**config.mk**
```make
export PLATFORM = sky130hd
export DESIGN_NAME = max_heap_priority_queue_top
export DESIGN_NICKNAME = d
export VERILOG_FILES = /design/src/mhpq_pkg.sv /design/src/max_heap_priority_queue_top.sv
export SDC_FILE = /design/constraint.sdc
export NUM_CORES = 2
export LEC_CHECK = 0
export ABC_CLOCK_PERIOD_IN_PS = 10100
export BUFFER_PORTS_ARGS = -buffer_cell sky130_fd_sc_hd__clkbuf_2
export CAP_MARGIN = 30
export CORE_ASPECT_RATIO = 1.2
export CORE_MARGIN = 8
export CORE_UTILIZATION = 40
export CTS_CLUSTER_DIAMETER = 100
export DETAILED_ROUTE_END_ITERATION = 12
export REMOVE_ABC_BUFFERS = 1
export SYNTH_ARGS = -nofsm -noshare
export SYNTH_HDL_FRONTEND = slang
export SYNTH_SLANG_ARGS = --single-unit
```
**constraint.sdc**
```tcl
create_clock -name clk -period 10.1 [get_ports clk]
set_clock_uncertainty 0.05 [all_clocks]
set_input_delay 1.515 -clock clk [delete_from_list [all_inputs] [get_ports clk]]
set_output_delay 1.515 -clock clk [all_outputs]
set_load 0.005 [all_outputs]
```
**src/mhpq_pkg.sv**
```systemverilog
// Package for the max-heap priority queue: sizes, codes, item structs and
// the sequencer state type. No dependencies.
package mhpq_pkg;

  localparam int DEPTH   = 64;
  localparam int ADDR_W  = (DEPTH > 1) ? $clog2(DEPTH) : 1;
  localparam int CNT_W   = $clog2(DEPTH + 1);
  localparam int CHILD_W = ADDR_W + 2;
  localparam int CAP_W   = 7;
  localparam int ELEM_W  = 7;
  localparam int CMP_W   = (CNT_W > CAP_W) ? CNT_W : CAP_W;
  localparam int DATA_W  = 32;
  localparam int PADDR_W = 3;

  localparam logic [CAP_W-1:0] CAP_RESET = CAP_W'(64);

  // register index taken from paddr[2]
  localparam logic REG_CAPACITY = 1'b0;

  localparam logic MODE_INSERT  = 1'b0;
  localparam logic MODE_EXTRACT = 1'b1;

  localparam logic [1:0] ST_OK    = 2'd0;
  localparam logic [1:0] ST_FULL  = 2'd1;
  localparam logic [1:0] ST_EMPTY = 2'd2;

  typedef struct packed {
    logic                     mode;
    logic signed [DATA_W-1:0] push_value;
  } in_item_t;

  typedef struct packed {
    logic signed [DATA_W-1:0] popped_value;
    logic signed [DATA_W-1:0] top_value;
    logic [ELEM_W-1:0]        element_count;
    logic [1:0]               status;
  } out_item_t;

  typedef enum logic [2:0] {
    S_IDLE,
    S_UP_RD,
    S_UP_CMP,
    S_DN_V,
    S_DN_L,
    S_DN_R,
    S_DN_CMP,
    S_DONE
  } state_t;

endpackage

```
**src/max_heap_priority_queue_top.sv**
```systemverilog
// Max-heap priority queue over a single synchronous heap memory.
// Depends on mhpq_pkg for sizes, codes, item structs and the state type.
//
//   channel   direction  handshake                 payload
//   item in   in         start, accepted if !busy  item_in  (in_item_t)
//   result    out        done, one cycle strobe    result   (out_item_t)
//   config    in/out     APB psel/penable/pwrite   paddr, pwdata, prdata
//
// A refused item (full or empty) goes from accept straight to the result. An insert
// climbs by reading the parent and comparing, pulling the parent down while smaller.
// An extract of the last element goes straight to the result; any other extract
// fetches the last entry, then reads the left child, the right child and compares
// at each level descended. The single read port of the heap memory sets these steps.
// Synchronous reset empties the queue and sets capacity to 64; the memory
// itself is not cleared. The result is shown for one cycle with done and busy
// drops the cycle after; the receiver cannot stall.
module max_heap_priority_queue_top (
  input  logic                             clk,
  input  logic                             rst,
  input  logic                             start,
  input  mhpq_pkg::in_item_t               item_in,
  output logic                             busy,
  output logic                             done,
  output mhpq_pkg::out_item_t              result,
  input  logic                             psel,
  input  logic                             penable,
  input  logic                             pwrite,
  input  logic [mhpq_pkg::PADDR_W-1:0]     paddr,
  input  logic [31:0]                      pwdata,
  output logic [31:0]                      prdata,
  output logic                             pready
);
  import mhpq_pkg::*;

  state_t state, state_next;

  logic [CAP_W-1:0]         capacity;
  logic [CNT_W-1:0]         count, count_next;
  logic [ADDR_W-1:0]        pos, pos_next;
  logic signed [DATA_W-1:0] v, v_next;
  logic signed [DATA_W-1:0] lval, lval_next;
  logic                     has_r, has_r_next;
  logic signed [DATA_W-1:0] top;
  logic signed [DATA_W-1:0] popped, popped_next;
  logic [1:0]               status, status_next;

  logic signed [DATA_W-1:0] heap_mem [DEPTH];
  logic                     we;
  logic [ADDR_W-1:0]        waddr;
  logic signed [DATA_W-1:0] wdata;
  logic                     ren;
  logic [ADDR_W-1:0]        raddr;
  logic signed [DATA_W-1:0] rdata;

  logic                     full;
  logic [ADDR_W-1:0]        parent;
  logic [CHILD_W-1:0]       lidx, ridx, cnt_c;
  logic                     move_l, move_r;
  logic signed [DATA_W-1:0] best_val;

  // configuration port
  assign pready = 1'b1;
  assign prdata = (paddr[2] == REG_CAPACITY) ? 32'(capacity) : 32'd0;

  always_ff @(posedge clk) begin
    if (rst) begin
      capacity <= CAP_RESET;
    end else if (psel && penable && pwrite && paddr[2] == REG_CAPACITY) begin
      capacity <= pwdata[CAP_W-1:0];
    end
  end

  // heap memory: one write port, one registered read port
  always_ff @(posedge clk) begin
    if (we) begin
      heap_mem[waddr] <= wdata;
    end
  end

  always_ff @(posedge clk) begin
    if (ren) begin
      rdata <= heap_mem[raddr];
    end
  end

  // shadow of the root entry
  always_ff @(posedge clk) begin
    if (we && waddr == '0) begin
      top <= wdata;
    end
  end

  assign full   = (CMP_W'(count) >= CMP_W'(capacity)) || (count >= CNT_W'(DEPTH));
  assign parent = ADDR_W'((pos - ADDR_W'(1)) >> 1);
  assign lidx   = CHILD_W'({pos, 1'b1});
  assign ridx   = lidx + CHILD_W'(1);
  assign cnt_c  = CHILD_W'(count);

  assign move_l   = lval > v;
  assign best_val = move_l ? lval : v;
  assign move_r   = has_r && (rdata > best_val);

  always_ff @(posedge clk) begin
    if (rst) begin
      state <= S_IDLE;
      count <= '0;
    end else begin
      state <= state_next;
      count <= count_next;
    end
  end

  always_ff @(posedge clk) begin
    pos    <= pos_next;
    v      <= v_next;
    lval   <= lval_next;
    has_r  <= has_r_next;
    popped <= popped_next;
    status <= status_next;
  end

  always_comb begin
    state_next  = state;
    count_next  = count;
    pos_next    = pos;
    v_next      = v;
    lval_next   = lval;
    has_r_next  = has_r;
    popped_next = popped;
    status_next = status;
    we          = 1'b0;
    waddr       = pos;
    wdata       = v;
    ren         = 1'b0;
    raddr       = '0;
    case (state)
      S_IDLE: begin
        if (start) begin
          popped_next = '0;
          status_next = ST_OK;
          if (item_in.mode == MODE_INSERT) begin
            if (full) begin
              status_next = ST_FULL;
              state_next  = S_DONE;
            end else begin
              count_next = count + CNT_W'(1);
              pos_next   = ADDR_W'(count);
              v_next     = item_in.push_value;
              state_next = S_UP_RD;
            end
          end else begin
            if (count == '0) begin
              status_next = ST_EMPTY;
              state_next  = S_DONE;
            end else begin
              popped_next = top;
              count_next  = count - CNT_W'(1);
              if (count == CNT_W'(1)) begin
                state_next = S_DONE;
              end else begin
                // fetch the last entry; it becomes the hole value at the root
                ren        = 1'b1;
                raddr      = ADDR_W'(count - CNT_W'(1));
                pos_next   = '0;
                state_next = S_DN_V;
              end
            end
          end
        end
      end
      S_UP_RD: begin
        if (pos == '0) begin
          we         = 1'b1;
          state_next = S_DONE;
        end else begin
          ren        = 1'b1;
          raddr      = parent;
          state_next = S_UP_CMP;
        end
      end
      S_UP_CMP: begin
        we = 1'b1;
        if (v > rdata) begin
          // pull the parent down into the hole and climb
          wdata      = rdata;
          pos_next   = parent;
          state_next = S_UP_RD;
        end else begin
          state_next = S_DONE;
        end
      end
      S_DN_V: begin
        v_next     = rdata;
        state_next = S_DN_L;
      end
      S_DN_L: begin
        if (lidx >= cnt_c) begin
          we         = 1'b1;
          state_next = S_DONE;
        end else begin
          ren        = 1'b1;
          raddr      = lidx[ADDR_W-1:0];
          state_next = S_DN_R;
        end
      end
      S_DN_R: begin
        lval_next  = rdata;
        has_r_next = ridx < cnt_c;
        if (ridx < cnt_c) begin
          ren   = 1'b1;
          raddr = ridx[ADDR_W-1:0];
        end
        state_next = S_DN_CMP;
      end
      S_DN_CMP: begin
        we = 1'b1;
        if (move_r) begin
          wdata      = rdata;
          pos_next   = ridx[ADDR_W-1:0];
          state_next = S_DN_L;
        end else if (move_l) begin
          wdata      = lval;
          pos_next   = lidx[ADDR_W-1:0];
          state_next = S_DN_L;
        end else begin
          state_next = S_DONE;
        end
      end
      S_DONE: begin
        state_next = S_IDLE;
      end
      default: begin
        state_next = S_IDLE;
      end
    endcase
  end

  assign busy = (state != S_IDLE);
  assign done = (state == S_DONE);

  always_comb begin
    result.popped_value  = popped;
    result.top_value     = (count != '0) ? top : '0;
    result.element_count = ELEM_W'(count);
    result.status        = status;
  end

  a_done_busy : assert property (@(posedge clk) disable iff (rst) done |-> busy)
    else $error("result strobe outside a busy period");

  a_count_range : assert property (@(posedge clk) disable iff (rst)
    count <= CNT_W'(DEPTH))
    else $error("element count above store depth");

  a_empty_count : assert property (@(posedge clk) disable iff (rst)
    done && status == ST_EMPTY |-> count == '0)
    else $error("empty status with stored elements");

  a_accept_busy : assert property (@(posedge clk) disable iff (rst)
    start && !busy |=> busy)
    else $error("accepted item did not start work");

  a_done_single : assert property (@(posedge clk) disable iff (rst) done |=> !done)
    else $error("result strobe longer than one cycle");

endmodule

```
==> results.sh <==
export IMPL_hold_class="reg -> reg"
export IMPL_cts_resized=0
export IMPL_worstSetupPathType="reg -> reg"
export IMPL_ys_seq_area_frac=0.7437
export IMPL_synth_top_family_by_area="multiplexers"
export IMPL_drtIter0Drc=4893
export IMPL_yosysTopAreaCell="edfxtp_1"
export IMPL_slowest_stage="o221ai_4"
export IMPL_ys_seq_elements=2234
export IMPL_vias_per_cell=5.889
export IMPL_mostFrequentLayoutCell="edfxtp_1"
export IMPL_rsz0062_at_grt="no"
export IMPL_h_tree_depth=4
export IMPL_muxShareOfSynthArea=0.1275
export IMPL_syn_avg_cell_area_um2=19.36
export IMPL_period_share=0.7670
export IMPL_ios=182
export IMPL_vias=47410
export IMPL_clock_fmax_mhz=129.1
export IMPL_clock_sinks=2234
export IMPL_synth_cell_types=88
export IMPL_clock_path_buffers=4
export IMPL_dp_hpwl_mm=142.9
export IMPL_yosys_warnings=0
export IMPL_wl_per_cell_um=30.90
export IMPL_holdPathEnd="capacity[6]"
export IMPL_layout_cells_non_filler=8050
export IMPL_tns_ns=0
export IMPL_synth_area_top_cells="edfxtp_1, mux4_2, ha_1, mux2i_1, nand2_1"
export IMPL_gp_congestion=0.8759
export IMPL_numPortBuffers=128
export IMPL_async_flop_share=0
export IMPL_worstSetupStartpointType="register"
export IMPL_p_leak_nw=33.21
export IMPL_startpoint="v[13]"
export IMPL_drv_slew=0
export IMPL_syn2layout_area_growth_pct=13.86
export IMPL_switching_share=0.3729
export IMPL_setup_viol_count_final=0
export IMPL_grt_pass1_vias=47530
export IMPL_p_int_mw=21.93
export IMPL_power_total_mw=34.97
export IMPL_worst_pin_slew_ns=1.109
export IMPL_r2r_slack_ns=2.35
export IMPL_core_area_um2=223500
export IMPL_drv_cap=0
export IMPL_min_from="capacity[6]"
export IMPL_yosysTopAreaCellShare=0.7399
export IMPL_min_period_ns=7.747
export IMPL_drc=0
export IMPL_grt_max_degree=125
export IMPL_clk_pin_slew_worst_paths_ns=0.07
export IMPL_synth_edf_count=2217
export IMPL_critPathMaxFanout=49
export IMPL_holdBufCountCts=0
export IMPL_crit_required_ns=10.57
export IMPL_postCtsSetupBuffers=0
export IMPL_yosys_area_share_simple=0.04031
export IMPL_grt_overflow_total=0
export IMPL_power_switching_mw=13.04
export IMPL_p_clk_frac=0.221
export IMPL_r2r_end="heap_mem[35][18]"
export IMPL_end_kind="register"
export IMPL_max_stage_delay_ns=0.75
export IMPL_antenna_found_initial=13
export IMPL_r2r_cells=23
export IMPL_layout_nets=5104
export IMPL_synth_compound_area_share=0.04844
export IMPL_r2r_start="v[13]"
export IMPL_row_count=190
export IMPL_dieArea_um2=240400
export IMPL_root_buffer="clkbuf_16"
export IMPL_initial_utilization=0.4026
export IMPL_powerDensity_nw_per_um2=341.3
export IMPL_dr_pass1_iters=7
export IMPL_combPwrFrac=0.396
export IMPL_arrival_ns=8.21
export IMPL_share_seq_of_total_power=0.383
export IMPL_post_place_cells=7667
export IMPL_die_w_um=448.9
export IMPL_status="finished clean"
export IMPL_finalWirelength_mm=248.8
export IMPL_netlist_area_um2=89970
export IMPL_synthAdderAreaFrac=0.01669
export IMPL_slew_headroom=0.2530
export IMPL_syn_inst=4647
export IMPL_insertion_delay_ns=0.86
export IMPL_cts_buffers_inserted=210
export IMPL_yosys_most_used_dff="edfxtp_1"
export IMPL_cts_tree="done"
export IMPL_hold_viol_final=0
export IMPL_grt_total_usage=0.2006
export IMPL_ir_drop_uv=292.5
export IMPL_hold_depth=1
export IMPL_synth_xor_area_share=0.001071
export IMPL_final_cell_mix="edfxtp_1, mux4_2, nand2_1, clkbuf_16, buf_4"
export IMPL_grt_pass1_wl_mm=352.7
export IMPL_postRouteAntennaNets=0
export IMPL_drive_gt1_frac=0.2385
export IMPL_die_h_um=535.5
export IMPL_crit_chain="inv_1, ha_1, a21o_1, a21o_1, a21oi_1, o21ai_0, a221o_1, o21ai_4, buf_4, mux2i_1, ha_1, a21o_1, a21o_1, a21oi_1, o21ai_0, a21oi_1, nand4b_1, o211ai_1, buf_4, nand2_4, buf_4, o221ai_4, buf_4"
[state kept, by name, summed over array words and instances, names as in the netlist, 2 cells and up]
| name | count |
|---|---|
| pos | 6 |
| state | 3 |
| v | 32 |
| capacity | 7 |
| popped | 32 |
| top | 32 |
| count | 7 |
| heap_mem | 2048 |
| status | 2 |
| lval | 32 |
| rdata | 32 |
[metal layers]
layer / wire length [um] / vias up / track usage
li1: - / 19720 / -
met3: 19570 / 408 / 0.03581
met5: 13 / - / 0
met1: 96510 / 25170 / 0.2608
met2: 119400 / 2106 / 0.3282
met4: 13280 / 2 / 0.09665
[cell type report]
cell class,instances,area [um^2]
diodes,4,10.01
flip-flops and latches,2234,66910
well taps,2976,3724
repair buffers,319,2450
multi-input cells,2053,22410
fillers,18810,121000
clock buffers,247,5436
inverters,92,345.3
clock inverters,125,1147
[worst max-delay path by stage]
stage                            end  slack [ns]  cells past startpoint
finish              heap_mem[35][18]        2.35                     23
floorplan                  rdata[10]       -6.22                     10
detailed placement  heap_mem[58][18]        2.38                     23
global route        heap_mem[35][18]        2.01                     23
CTS                 heap_mem[37][18]        2.37                     23
global placement    heap_mem[23][17]        2.23                     23
[stage by stage]
step | setup slack, ns | hold slack (ns) | util | area [um^2]
after floorplan | -6.220 | 0.3854 | - | 88410
after global placement | 2.230 | 0.3968 | 0.4274 | 95500
after detailed placement | 2.385 | 0.4137 | 0.4284 | 95730
after CTS | 2.373 | 0.4307 | 0.4579 | 102300
after global routing | 2.010 | 0.4480 | 0.4584 | 102400
final | 2.353 | 0.4243 | 0.4584 | 102400
[cell families (layout without fill, tap and decap cells)]
| logic type | count (synthesis) | in the layout |
|---|---|---|
| AO/OA/AOI/OAI | 566 | 566 |
| XOR/XNOR | 11 | 11 |
| adder cells (fa/ha/maj) | 120 | 120 |
| buffers and inverters | 384 | 783 |
| flip-flops | 2234 | 2234 |
| multiplexers | 583 | 583 |
| other | 2 | 30 |
| AND/OR/NAND/NOR | 747 | 747 |
[critical path: cells and delay by family, from the launching register on]
kind / cells / cell delay [ns]
buf+inv: 5 / 1.95
mux: 1 / 0.39
flops: 1 / 0.41
fa+ha+maj: 2 / 0.62
compound gates: 13 / 3.34
simple gates: 2 / 0.54
[power groups by stage]
stage | Combinational (mW) | Clock, mW | Sequential, mW
finish | 13.9 | 7.73 | 13.4
global route | 14.7 | 8.17 | 13.4
CTS | 14.0 | 7.86 | 13.4
detailed placement | 13.9 | 0 | 13.6
global placement | 13.6 | 0 | 13.6
floorplan | 9.26 | 0 | 13.7
[cell usage after synthesis (53+ instances only)]
master	number
a21oi_1	53
a22oi_1	59
a32oi_1	92
and3_1	61
buf_2	76
buf_4	65
clkbuf_1	108
edfxtp_1	2217
ha_1	120
inv_1	90
mux2i_1	127
mux4_2	442
nand2_1	238
nand3_1	152
nor2_1	126
o21ai_0	70
No activity file was read; power rests on OpenSTA's default activity.
